File: config.mk
export PLATFORM = sky130hd
export DESIGN_NAME = indexed_set_swap_remove
export DESIGN_NICKNAME = d
export VERILOG_FILES = /design/src/rtl/core/issr_pkg.sv /design/src/rtl/core/issr_cell.sv /design/src/rtl/core/indexed_set_swap_remove.sv
export SDC_FILE = /design/constraint.sdc
export NUM_CORES = 1
export LEC_CHECK = 0
export BUFFER_PORTS_ARGS = -buffer_cell sky130_fd_sc_hd__buf_2
export CAP_MARGIN = 15
export CORE_ASPECT_RATIO = 0.9
export CORE_MARGIN = 2
export CORE_UTILIZATION = 40
export CTS_CLUSTER_DIAMETER = 60
export DETAILED_ROUTE_END_ITERATION = 6
export MAX_ROUTING_LAYER = met4
export PLACE_DENSITY = 0.56
export REMOVE_ABC_BUFFERS = 1
export SETUP_SLACK_MARGIN = 0.5
export SYNTH_ARGS = -nofsm -noshare
export SYNTH_HDL_FRONTEND = slang
export SYNTH_SLANG_ARGS = --single-unit
File: constraint.sdc
create_clock -name clk -period 10.7 [get_ports clk]
set_clock_uncertainty 0.05 [all_clocks]
set_input_delay 3.21 -clock clk [delete_from_list [all_inputs] [get_ports clk]]
set_output_delay 3.21 -clock clk [all_outputs]
set_load 0.005 [all_outputs]
File: src/rtl/core/issr_pkg.sv
// Shared types and codes for the indexed set with swap-remove.
package issr_pkg;

  localparam logic [1:0] MODE_ADD    = 2'd0;
  localparam logic [1:0] MODE_REMOVE = 2'd1;
  localparam logic [1:0] MODE_SEARCH = 2'd2;

  localparam logic [1:0] ST_DONE   = 2'd0;
  localparam logic [1:0] ST_DUP    = 2'd1;
  localparam logic [1:0] ST_ABSENT = 2'd2;
  localparam logic [1:0] ST_FULL   = 2'd3;

  typedef struct packed {
    logic [1:0]         mode;
    logic signed [31:0] key;
  } req_t;

  typedef struct packed {
    logic [1:0] status;
    logic [3:0] position;
    logic [4:0] occupancy;
  } rsp_t;

  // Broadcast from the controller to every cell.
  typedef struct packed {
    logic        cmp_en;
    logic [31:0] cmp_key;
    logic        add_en;
    logic [31:0] add_key;
    logic        rem_en;
    logic [31:0] last_key;
  } cell_ctrl_t;

endpackage

File: src/rtl/core/issr_cell.sv
// One storage cell: key, occupied flag and compare result.
module issr_cell (
  input  logic                clk,
  input  logic                rst,
  input  issr_pkg::cell_ctrl_t ctrl,
  input  logic                occ_prev,
  input  logic                occ_next,
  output logic                occ,
  output logic                is_last,
  output logic                match,
  output logic [31:0]         key
);

  logic first_free;

  assign is_last    = occ && !occ_next;
  assign first_free = !occ && occ_prev;

  always_ff @(posedge clk) begin
    if (rst) begin
      occ   <= 1'b0;
      match <= 1'b0;
    end else begin
      if (ctrl.cmp_en) begin
        match <= occ && (key == ctrl.cmp_key);
      end
      if (ctrl.add_en && first_free) begin
        occ <= 1'b1;
      end else if (ctrl.rem_en && is_last) begin
        occ <= 1'b0;
      end
    end
  end

  always_ff @(posedge clk) begin
    if (ctrl.add_en && first_free) begin
      key <= ctrl.add_key;
    end else if (ctrl.rem_en && match && !is_last) begin
      // fill the hole with the last key
      key <= ctrl.last_key;
    end
  end

endmodule

File: src/rtl/core/indexed_set_swap_remove.sv
// Top level: a row of key cells with a compare/update controller.
//
//   channel | valid     | stall     | payload
//   --------+-----------+-----------+------------------------------
//   request | req_valid | req_stall | req (mode, key)
//   result  | rsp_valid | rsp_stall | rsp (status, position, occupancy)
//
// All cells compare the key as the request is accepted; in the compare state
// the position and last key are gathered and the cells update.
// One request is in the cells at a time; a new request is taken while the
// previous result waits in the output register.
// rst clears the occupied flags and the count; stored keys need no clearing.
// A stalled result holds the compare state until the output register frees.
module indexed_set_swap_remove #(
  parameter int CAPACITY = 16
) (
  input  logic           clk,
  input  logic           rst,
  input  logic           req_valid,
  output logic           req_stall,
  input  issr_pkg::req_t req,
  output logic           rsp_valid,
  input  logic           rsp_stall,
  output issr_pkg::rsp_t rsp
);

  localparam int IW = (CAPACITY > 1) ? $clog2(CAPACITY) : 1;
  localparam int CW = $clog2(CAPACITY + 1);

  typedef enum logic [1:0] {
    S_IDLE = 2'b01,
    S_CMP  = 2'b10
  } state_t;

  state_t               state, state_next;
  issr_pkg::req_t       req_q;
  logic [CW-1:0]        cnt, cnt_next;
  issr_pkg::cell_ctrl_t ctrl;
  logic [CAPACITY-1:0]  occ, is_last, match;
  logic [31:0]          key_arr [CAPACITY];
  logic [CAPACITY+1:0]  occ_chain;
  logic                 accept, fire, found, full;
  logic [IW-1:0]        found_pos;
  logic [31:0]          last_key;
  issr_pkg::rsp_t       rsp_next;

  assign accept    = req_valid && !req_stall;
  assign req_stall = (state != S_IDLE);
  assign fire      = (state == S_CMP) && (!rsp_valid || !rsp_stall);

  // occupied thermometer passed between neighbors
  assign occ_chain[0]          = 1'b1;
  assign occ_chain[CAPACITY+1] = 1'b0;

  for (genvar i = 0; i < CAPACITY; i++) begin : g_cell
    assign occ_chain[i+1] = occ[i];
    issr_cell u_cell (
      .clk      (clk),
      .rst      (rst),
      .ctrl     (ctrl),
      .occ_prev (occ_chain[i]),
      .occ_next (occ_chain[i+2]),
      .occ      (occ[i]),
      .is_last  (is_last[i]),
      .match    (match[i]),
      .key      (key_arr[i])
    );
  end

  always_comb begin
    found_pos = '0;
    last_key  = '0;
    for (int i = 0; i < CAPACITY; i++) begin
      if (match[i]) found_pos = found_pos | IW'(i);
      if (is_last[i]) last_key = last_key | key_arr[i];
    end
  end

  assign found = |match;
  assign full  = (cnt == CW'(CAPACITY));

  always_comb begin
    rsp_next      = '0;
    cnt_next      = cnt;
    ctrl.cmp_en   = accept;
    ctrl.cmp_key  = req.key;
    ctrl.add_en   = 1'b0;
    ctrl.add_key  = req_q.key;
    ctrl.rem_en   = 1'b0;
    ctrl.last_key = last_key;
    case (req_q.mode)
      issr_pkg::MODE_ADD: begin
        if (found) begin
          rsp_next.status   = issr_pkg::ST_DUP;
          rsp_next.position = 4'(found_pos);
        end else if (full) begin
          rsp_next.status = issr_pkg::ST_FULL;
        end else begin
          rsp_next.status   = issr_pkg::ST_DONE;
          rsp_next.position = 4'(cnt);
          cnt_next          = cnt + CW'(1);
          ctrl.add_en       = fire;
        end
      end
      issr_pkg::MODE_REMOVE: begin
        if (found) begin
          rsp_next.status   = issr_pkg::ST_DONE;
          rsp_next.position = 4'(found_pos);
          cnt_next          = cnt - CW'(1);
          ctrl.rem_en       = fire;
        end else begin
          rsp_next.status = issr_pkg::ST_ABSENT;
        end
      end
      default: begin
        // search; the unused code decodes the same way
        if (found) begin
          rsp_next.status   = issr_pkg::ST_DONE;
          rsp_next.position = 4'(found_pos);
        end else begin
          rsp_next.status = issr_pkg::ST_ABSENT;
        end
      end
    endcase
    rsp_next.occupancy = 5'(cnt_next);
  end

  always_comb begin
    state_next = state;
    unique case (state)
      S_IDLE:  if (accept) state_next = S_CMP;
      S_CMP:   if (fire) state_next = S_IDLE;
      default: state_next = S_IDLE;
    endcase
  end

  always_ff @(posedge clk) begin
    if (rst) begin
      state     <= S_IDLE;
      cnt       <= '0;
      rsp_valid <= 1'b0;
    end else begin
      state <= state_next;
      if (fire) begin
        cnt       <= cnt_next;
        rsp_valid <= 1'b1;
      end else if (!rsp_stall) begin
        rsp_valid <= 1'b0;
      end
    end
  end

  always_ff @(posedge clk) begin
    if (accept) req_q <= req;
    if (fire) rsp <= rsp_next;
  end

`ifndef SYNTHESIS
  a_single_match: assert property (@(posedge clk) disable iff (rst)
    state == S_CMP |-> $onehot0(match))
    else $error("more than one cell matched the key");

  a_count_occ: assert property (@(posedge clk) disable iff (rst)
    CW'($countones(occ)) == cnt)
    else $error("count disagrees with occupied cells");

  a_accept_cmp: assert property (@(posedge clk) disable iff (rst)
    accept |=> state == S_CMP)
    else $error("accepted request did not reach compare");

  a_fire_rsp: assert property (@(posedge clk) disable iff (rst)
    fire |=> rsp_valid && state == S_IDLE)
    else $error("result not presented after update");
`endif

endmodule
======== Word level (Yosys, flattened, before mapping) ========
Cells that the tools add are included.
storage, ports and cells
  flip-flop bits (word level) ............. 597
  bits in latches ......................... 0
  RAM bits ................................ 0
  ROM bits ................................ 0
  bits of input ports ..................... 38
  logic and storage cells ................. 379
  memories kept ........................... 0
cells by class
  add/subtract/negate cells ............... 2
  multiply operators ...................... 0
  divide/modulo/power cells ............... 0
  order comparisons ....................... 0
  equal/unequal tests ..................... 24
  shifts and indexed selects .............. 0
  mux-type cells .......................... 115
  bitwise gates (word level) .............. 15
  reduce and logical (&&, ||, !) cells .... 167
operators by type and width
  operator               count
  $mux W32               48
  $eq A32 B32 Y1         16
  $or A32 B32 Y32        15
  $logic_and A1 B1 Y1    97
  $reduce_bool A2 Y1     32
  $mux W1                40
  $mux W4                10
  $logic_not A1 Y1       34
  $reduce_or A16 Y1      1
  $mux W5                3
  $mux W2                6
  $mux W3                4
  $mux W6                2
  $pmux W5 S2            1
  $add A5 B1 Y5 const B  1
  $eq A5 B5 Y1 const B   1
  $sub A5 B1 Y5 const B  1
  $eq A2 B1 Y1 const B   2
  $ne A2 B1 Y1 const B   2
  $ne A2 B2 Y1 const B   2
  $pmux W2 S2            1
  $eq A2 B2 Y1 const B   1
  $logic_not A2 Y1       1
  $reduce_and A2 Y1      1
  $logic_or A1 B1 Y1     1

======== Depth between registers and ports, before layout ========
Gate-level depths: netlist of the first run.
  depth after elaboration ................. 35
  gate-level depth with buffers ........... 10

======== Cells and area by module ========
Synthesis of the first run repeated with hierarchy kept, for this count alone.
unflattened totals
  cells, all modules ...................... 2474
  area, all modules ....................... 33627.3 µm²
by module, submodules not included
  module                   instances  cells an instance  area each (µm²)
  issr_cell                16         123                1796.7
  indexed_set_swap_remove  1          506                4879.7

======== Least setup slack after synthesis of the first run ========
OpenSTA, ideal clock, no wires.
  path type ............................... input port to flip-flop
  from .................................... in rsp_stall
  to ...................................... reg g_cell[12].u_cell.key[0], enable pin
  setup time .............................. 470 ps
  arrival ................................. 7105 ps
  required time ........................... 10180 ps
  setup slack ............................. 3075 ps
  stages on the path ...................... 6
  cells stage by stage .................... and2_1 nor2_1 clkbuf_1 nand3_1 clkbuf_1 o31ai_1
between the ends
  word-level cells in the longest chain between the ends .. 8
  elaborated cells on any way between the ends .. 12
ends and longest elaborated chain
  what                                            line                                                           source
  start, declared                                 indexed_set_swap_remove.sv:23                                  input logic rsp_stall,
  $logic_not A1 Y1 *                              n/a
  $logic_or A1 B1 Y1 *                            indexed_set_swap_remove.sv:49                                  assign fire = (state == S_CMP) && (!rsp_valid || !rsp_stall);
  $logic_and A1 B1 Y1 *                           indexed_set_swap_remove.sv:49
  named net fire                                  indexed_set_swap_remove.sv:42                                  logic accept, fire, found, full;
  $mux W1, on equally long branches               indexed_set_swap_remove.sv:96, indexed_set_swap_remove.sv:106
  $mux W1, on equally long branches               indexed_set_swap_remove.sv:93, indexed_set_swap_remove.sv:91
  $mux W1 or $logic_and A1 B1 Y1 (tied branches)  indexed_set_swap_remove.sv:91, issr_cell.sv:38
  $logic_and A1 B1 Y1, on equally long branches   issr_cell.sv:36, issr_cell.sv:38
  $reduce_bool A2 Y1 (no source line) *           n/a
  end signal, assigned                            issr_cell.sv:37                                                key <= ctrl.add_key;
  end signal, assigned                            issr_cell.sv:40                                                key <= ctrl.last_key;
  end, declared                                   issr_cell.sv:11                                                output logic [31:0] key
The timed path passes the listed nets; every way through them passes the cells marked *.
A chain may end at the register's enable or synchronous reset.

======== Worst setup path after layout of the first run ========
  from .................................... in rsp_stall
  to ...................................... reg g_cell[9].u_cell.key[23], enable pin
between the ends
  word-level cells in the longest chain between the ends .. 8
  elaborated cells on any way between the ends .. 12
ends and longest elaborated chain
  what                                            line
  $logic_not A1 Y1 *                              n/a
  $logic_or A1 B1 Y1 *                            indexed_set_swap_remove.sv:49
  $logic_and A1 B1 Y1 *                           indexed_set_swap_remove.sv:49
  $mux W1, on equally long branches               indexed_set_swap_remove.sv:96, indexed_set_swap_remove.sv:106
  $mux W1, on equally long branches               indexed_set_swap_remove.sv:93, indexed_set_swap_remove.sv:91
  $mux W1 or $logic_and A1 B1 Y1 (tied branches)  indexed_set_swap_remove.sv:91, issr_cell.sv:38
  $logic_and A1 B1 Y1, on equally long branches   issr_cell.sv:36, issr_cell.sv:38
  $reduce_bool A2 Y1 (no source line) *           n/a
  end signal, assigned                            issr_cell.sv:37
  end signal, assigned                            issr_cell.sv:40
  end, declared                                   issr_cell.sv:11
Mark *: on every way between the ends. The rest lies on a longest branch, timed or not.

==> results of run 1 <==
-- power breakdown --
part / leakage (nW) / internal [mW] / switching [mW]
Combinational: 5.99 / 0.0704 / 0.213
Clock: 1.15 / 1.48 / 1.06
Sequential: 6.29 / 2.53 / 0.0433
Total: 13.4 / 4.08 / 1.31
-- layer usage --
layer  vias up  share of wire
met1     13640           0.37
met5         -              0
li1      11590              -
met2      2701           0.41
met3       461           0.16
met4         0          0.064
-- per-stage QoR --
stage | hold slack (ns) | setup WS [ns] | area (um2) | power (mW) | util
global placement | 0.4342 | 4.310 | 34030 | 2.890 | 0.4188
floorplan | 0.3975 | 1.827 | 31490 | 2.709 | -
global route | 0.4658 | 4.747 | 36450 | 5.486 | 0.4485
detailed placement | 0.4381 | 4.277 | 34030 | 2.889 | 0.4188
CTS | 0.4451 | 4.900 | 36380 | 5.374 | 0.4477
finish | 0.4472 | 4.830 | 36450 | 5.396 | 0.4485
-- registers in the layout, summed over array words and instances (netlist names) --
register and cells:
state 2, g_cell.u_cell.key 512, rsp 11, cnt 5, rsp_valid 1, g_cell.u_cell.match 16, req_q 2, g_cell.u_cell.occ 16
ctrl 32
-- cell type report --
| type | instances | area (um2) | share of cell area |
|---|---|---|---|
| Inverter | 27 | 101.3 | 0.002781 |
| Antenna cell | 11 | 27.53 | 0.0007553 |
| Multi-Input combinational cell | 2311 | 14180 | 0.3890 |
| Clock inverter | 41 | 456.7 | 0.01253 |
| Tap cell | 1060 | 1326 | 0.03639 |
| Timing Repair Buffer | 140 | 934.6 | 0.02565 |
| Sequential cell | 597 | 17530 | 0.4809 |
| Clock buffer | 88 | 1893 | 0.05194 |
-- critical path, cell delays in order --
cell	delay, ns
buf_2	0.10
and2_1	0.20
nor2_2	0.13
buf_4	0.36
nand3_2	0.44
buf_4	0.44
o31ai_4	0.51
buf_4	0.62
-- worst paths after layout --
| check | startpoint | slack, ns | endpoint |
|---|---|---|---|
| max | rsp_stall | 4.83 | g_cell[9].u_cell.key[23] |
| min | g_cell[8].u_cell.match | 0.45 | g_cell[8].u_cell.match |
| max reg2reg | g_cell[12].u_cell.match | 6.68 | g_cell[14].u_cell.key[15] |
| min reg2reg | g_cell[8].u_cell.match | 0.45 | g_cell[8].u_cell.match |
-- cell usage after synthesis, types with 4 or more instances --
library cell / n / area share
xnor2_1: 308 / 0.082
o21ai_0: 31 / 0.0047
inv_1: 27 / 0.0031
buf_1: 66 / 0.0075
nor3_1: 24 / 0.0037
clkbuf_1: 247 / 0.028
a21oi_1: 520 / 0.079
o31ai_1: 9 / 0.0021
nand2b_1: 23 / 0.0044
dfxtp_1: 40 / 0.024
nand4_1: 166 / 0.032
nand3_1: 23 / 0.0035
buf_2: 45 / 0.0068
a22oi_1: 258 / 0.059
nor4_1: 61 / 0.012
and3_1: 4 / 0.00076
o22ai_1: 18 / 0.0034
nor2_1: 583 / 0.067
edfxtp_1: 557 / 0.51
nand2_1: 33 / 0.0038
nor2b_1: 20 / 0.0038
xor2_1: 194 / 0.052
-- cell usage in the layout, fill, tap and decap left out, types with 18 or more instances in the layout --
master | Yosys | routed
dfxtp_1 | 40 | 39
a22oi_1 | 258 | 258
clkbuf_16 | 0 | 73
xor2_1 | 194 | 194
nand2_1 | 33 | 33
o21ai_0 | 31 | 25
nor3_1 | 24 | 24
nor4_1 | 61 | 60
inv_1 | 27 | 26
nand3_1 | 23 | 22
buf_2 | 45 | 51
o22ai_1 | 18 | 18
nand2b_1 | 23 | 23
buf_4 | 0 | 86
edfxtp_1 | 557 | 557
nand4_1 | 166 | 166
xnor2_1 | 308 | 308
a21oi_1 | 520 | 520
nor2_1 | 583 | 582
-- logic make-up (layout without fill, tap and decap cells) --
group / after synthesis / in the layout / synth area share
AOI/OAI and AO/OA: 855 / 855 / 0.1531
other: 0 / 11 / 0
DFF: 597 / 597 / 0.5328
and+or+nand+nor: 950 / 950 / 0.1330
muxes: 1 / 1 / 0.0003423
buffers and inverters: 386 / 296 / 0.04598
xor gates and xnor gates: 502 / 502 / 0.1336
adders and majority gates: 3 / 3 / 0.001141
==> results by group, run 1 <==
CTS
  • Clock Path Buffers: 3
  • Clock transition at path regs: 0.06 ns
  • # hold bufs at CTS: 0
  • CTS tree: yes
  • Cell at the root of the clock tree: clkbuf_16
  • Clock Latency Late Sink: approximately 0.63 ns
  • H-tree Lvls: 3
  • CTS sink cnt: 597
  • Cts repair resizes: 0
  • CTS Buf Count: 70
  • Post-CTS setup buffer count: 0

Synthesis
  • Synthesized area per cell: between 9 and 10 um2
  • Post-synthesis instance total: 3,294
  • Mapped Area: about 0.033 mm2
  • Register bit total from synthesis: 597
  • Post-synth ARST share: 0
  • EDFF count, synth: 557
  • Sequential fraction of the synthesis area: 0.5328
  • Syn. warnings: 0
  • Top_reg_cell synth: edfxtp_1
  • Synth unique cells: 47

STA
  • Max-slew violations: 0
  • Count of final setup violators: 0
  • Achievable Freq: 0.1703 GHz
  • Slew at the pin with the worst max-slew slack: roughly 1.3 ns
  • Final Cycle Share: 0.5486
  • Slew headroom: 0.1175
  • RSZ-0062 raised after global routing: no
  • Fin crit period: 5.870 ns
  • Final Hold Fails: 0
  • Setup_tns: 0 ns

Cells and area
  • # fillers: 7,675
  • Final cell count without fillers: about 4,300
  • Layout area overhead: 10.78%
  • Share of layout cells above drive strength 1: 0.08958
  • Layout Nets: 3,188

Global route
  • Gr busiest metal: met2
  • Largest net degree at the start of global routing: 67
  • Vias in the first global route: ~25,000
  • Met3 Use GR: 0.1099
  • Met1 usage: 0.5112
  • GRT Residual Overflow: 0
  • M2 GR Usage: 0.5143
  • Tot GR Track Use: 0.3774
  • Antenna violations before repair: 12
  • First-pass GRT wire length: 215.9 mm

Critical path
  • WS Path Type: primary input to register
  • Crit path DAT: 6.08 ns
  • Worst setup SP type: primary input
  • Crit Path Max Fanout: 34
  • Crit. End Element: register
  • Worst r2r path cells: 7
  • Worst path required time: approximately 11 ns

Floorplanning
  • Die width: 306.3 um
  • Die height: 276.1 um
  • Starting Density: 0.4049
  • Core area: a little over 0.08 mm2
  • Full die area: 0.08456 mm2
  • Rows: 99
  • I/O pins: slightly above 50

Pwr
  • Cell leakage power: 13.42 nW
  • P per Cell Area: 148.1 mW/mm2
  • VDD IR-drop max: 0.0001143 V

Routing
  • First-iteration detailed-routing DRC count: roughly 6,100
  • DR vias/cell: between 6 and 7
  • Routed via count: around 28,000
  • Antenna Nets Post-Route: 0
  • WL final: 158.8 mm
  • Routed WL per cell: 37.15 um
  • Initial DRT Pass Iterations: 7
  • Remaining DRCs: 6

Outcome
  • Status: finished with violations
  • Violated checks: design-rule violations

Placed design
  • Post-DP HPWL: 105.5 mm
  • Final RePlAce weighted congestion: 1.110
  • PortBufs: 50
  • Placed cell count: 4,131

Worst hold path
  • Hold crit path type: register to register
  • Hold-critical path depth: 2

Run
  • Max_cap viols: 0
(Power assumes the default switching activity.)
==> inputs of run 2 (changes only) <==
--- a/config.mk
+++ b/config.mk
@@ -13,7 +13,7 @@
 export CTS_CLUSTER_DIAMETER = 60
 export DETAILED_ROUTE_END_ITERATION = 6
 export MAX_ROUTING_LAYER = met4
-export PLACE_DENSITY = 0.56
+export PLACE_DENSITY = 0.58
 export REMOVE_ABC_BUFFERS = 1
 export SETUP_SLACK_MARGIN = 0.5
 export SYNTH_ARGS = -nofsm -noshare
==> constraint.sdc (replaced) <==
create_clock -name clk -period 5.2 [get_ports clk]
set_clock_uncertainty 0.05 [all_clocks]
set_input_delay 1.56 -clock clk [delete_from_list [all_inputs] [get_ports clk]]
set_output_delay 1.56 -clock clk [all_outputs]
set_load 0.005 [all_outputs]
==> run 2 against run 1 <==
  * The run now ends clean
  * Die area stayed put
  * Power grew 99%
  * Worst hold slack improved by 0.0024 ns
  * Sequential share of layout area decreased by 0.15 points
  * Core utilization rose by 0.14 points
  * Critical path depth decreased by 1
  * Via count is 0.54% higher
  * Flip-flop and latch count unchanged
  * Critical path type is now register to register
  * Clock power rose by 91%
  * Design area grew 0.32%
  * Clock-buffer cell count fell by 3
==> results by group, run 2 (same netlist as run 1, synthesis figures left out) <==
Floorplanning
  • Full die area: 0.08456 mm2
  • Core area: 0.08126 mm2
  • Die height: 276.1 um
  • Starting Density: 0.4049
  • Rows: roughly 100
  • I/O pins: 51
  • Die width: 306.3 um

Pwr
  • Cell leakage power: approximately 13 nW
  • Sw power: 2.682 mW
  • Logic pwr share: 0.054
  • Switching share of power: 0.2493
  • P per Cell Area: 294.2 mW/mm2
  • VDD IR-drop max: 0.0002351 V
  • Clock network power share: 0.451
  • Reg power frac: 0.494
  • Cell Int Power: 8.073 mW

Global route
  • M2 GR Usage: 0.5047
  • Tot GR Track Use: 0.3663
  • First-pass GRT wire length: around 210 mm
  • Largest net degree at the start of global routing: 67
  • Met3 Use GR: 0.1151
  • GRT Residual Overflow: 0
  • Met1 usage: 0.4851
  • Antenna violations before repair: 9
  • Vias in the first global route: 25,270
  • Gr busiest metal: met2

Cells and area
  • Commonest cells after routing, fill and taps aside: nor2_1, edfxtp_1, a21oi_1, xnor2_1, a22oi_1
  • Max reg flops: roughly 510
  • Final cell count without fillers: roughly 4,300
  • # fillers: 7,720
  • Layout Nets: 3,213
  • Layout area overhead: 11.14%
  • Most common cell after layout, fill and taps aside: nor2_1
  • Share of layout cells above drive strength 1: 0.09609
  • Utilization after layout: 0.4499
  • Top reg by flops: g_cell.u_cell.key

Placed design
  • Final RePlAce weighted congestion: 1.103
  • Pre-CTS setup slack: ~1.0 ns
  • Placed cell count: 4,157
  • Post-DP HPWL: around 110 mm
  • PortBufs: 50

Routing
  • Initial DRT Pass Iterations: 6
  • Remaining DRCs: 0
  • First-iteration detailed-routing DRC count: 6,244
  • WL final: 154.8 mm
  • Antenna Nets Post-Route: 0
  • Routed WL per cell: 36.03 um
  • DR vias/cell: approximately 6.6
  • Routed via count: 28,540

Critical path
  • Crit path DAT: 3.97 ns
  • Worst path required time: 5.52 ns
  • Crit Path Max Fanout: 31
  • Reg-to-Reg Start: g_cell[1].u_cell.match
  • R2R Path End: g_cell[15].u_cell.key[18]
  • Worst setup SP type: register
  • Crit. End Element: register
  • WS Path Type: register to register
  • Reg-to-reg setup timing slack: 1.56 ns
  • Capture point of the worst path: g_cell[15].u_cell.key[18]
  • Worst r2r path cells: 7
  • Worst Setup SP: g_cell[1].u_cell.match

STA
  • Achievable Freq: 0.2744 GHz
  • Final Cycle Share: 0.7008
  • Final setup margin: 1.556 ns
  • RSZ-0062 raised after global routing: no
  • Slew at the pin with the worst max-slew slack: 1.348 ns
  • Fin crit period: 3.644 ns
  • Slew headroom: 0.09362
  • Hold slack: between 0.4 and 0.5 ns
  • Max-slew violations: 0
  • Setup_tns: 0 ns
  • Count of final setup violators: 0
  • Final Hold Fails: 0

CTS
  • Cts repair resizes: 0
  • Clock transition at path regs: 0.06 ns
  • Post-CTS setup buffer count: 0
  • CTS tree: yes
  • Clock Latency Late Sink: 0.64 ns
  • # hold bufs at CTS: 0
  • CTS sink cnt: 597
  • CTS Buf Count: around 70
  • H-tree Lvls: 3
  • Cell at the root of the clock tree: clkbuf_16
  • Clock Path Buffers: 3

Outcome
  • Status: finished clean

Worst hold path
  • Hold crit path type: register to register

Run
  • Max_cap viols: 0
## run 2: worst min path at each step
stage	from	endpoint	cells after the start
global route	g_cell[9].u_cell.match	g_cell[9].u_cell.match	2
detailed placement	g_cell[8].u_cell.match	g_cell[8].u_cell.match	2
floorplan	g_cell[0].u_cell.match	g_cell[0].u_cell.match	2
global placement	g_cell[9].u_cell.match	g_cell[9].u_cell.match	2
CTS	g_cell[8].u_cell.match	g_cell[8].u_cell.match	2
finish	g_cell[8].u_cell.match	g_cell[8].u_cell.match	2
## run 2: metal layers
layer,part of all wire,vias up
li1,-,11640
met1,0.37,13870
met2,0.41,2624
met3,0.16,411
met4,0.063,0
met5,0,-
## run 2: cell type report
cell class / instances / area [um2] / area share
Tap cell: 1060 / 1326 / 0.03628
Antenna cell: 10 / 25.02 / 0.0006844
Clock buffer: 85 / 1872 / 0.05120
Inverter: 27 / 101.3 / 0.002772
Sequential cell: 597 / 17530 / 0.4794
Timing Repair Buffer: 166 / 1215 / 0.03323
Multi-Input combinational cell: 2311 / 14200 / 0.3885
Clock inverter: 40 / 291.5 / 0.007974
## run 2: through the flow
stage	total power, mW	cell area (um2)
after floorplan	5.575	31490
after global placement	5.965	34310
after detailed placement	5.962	34310
after CTS	10.71	36480
after global routing	10.90	36560
final	10.75	36560
## run 2: power groups by stage
stage / clock (mW) / sequential, mW / combinational [mW]
3_3_place_gp: 0 / 5.41 / 0.551
5_1_grt: 5.01 / 5.32 / 0.578
3_5_place_dp: 0 / 5.41 / 0.549
4_1_cts: 4.84 / 5.31 / 0.552
6_report: 4.85 / 5.32 / 0.585
2_1_floorplan: 0 / 5.36 / 0.213
## run 2: critical path, stage by stage (launching register included)
cell,delay (ns)
dfxtp_1,0.39
nor4_1,0.65
nand4_1,0.58
nand3_2,0.18
buf_4,0.55
nor2_1,0.15
a22o_2,0.47
buf_12,0.28
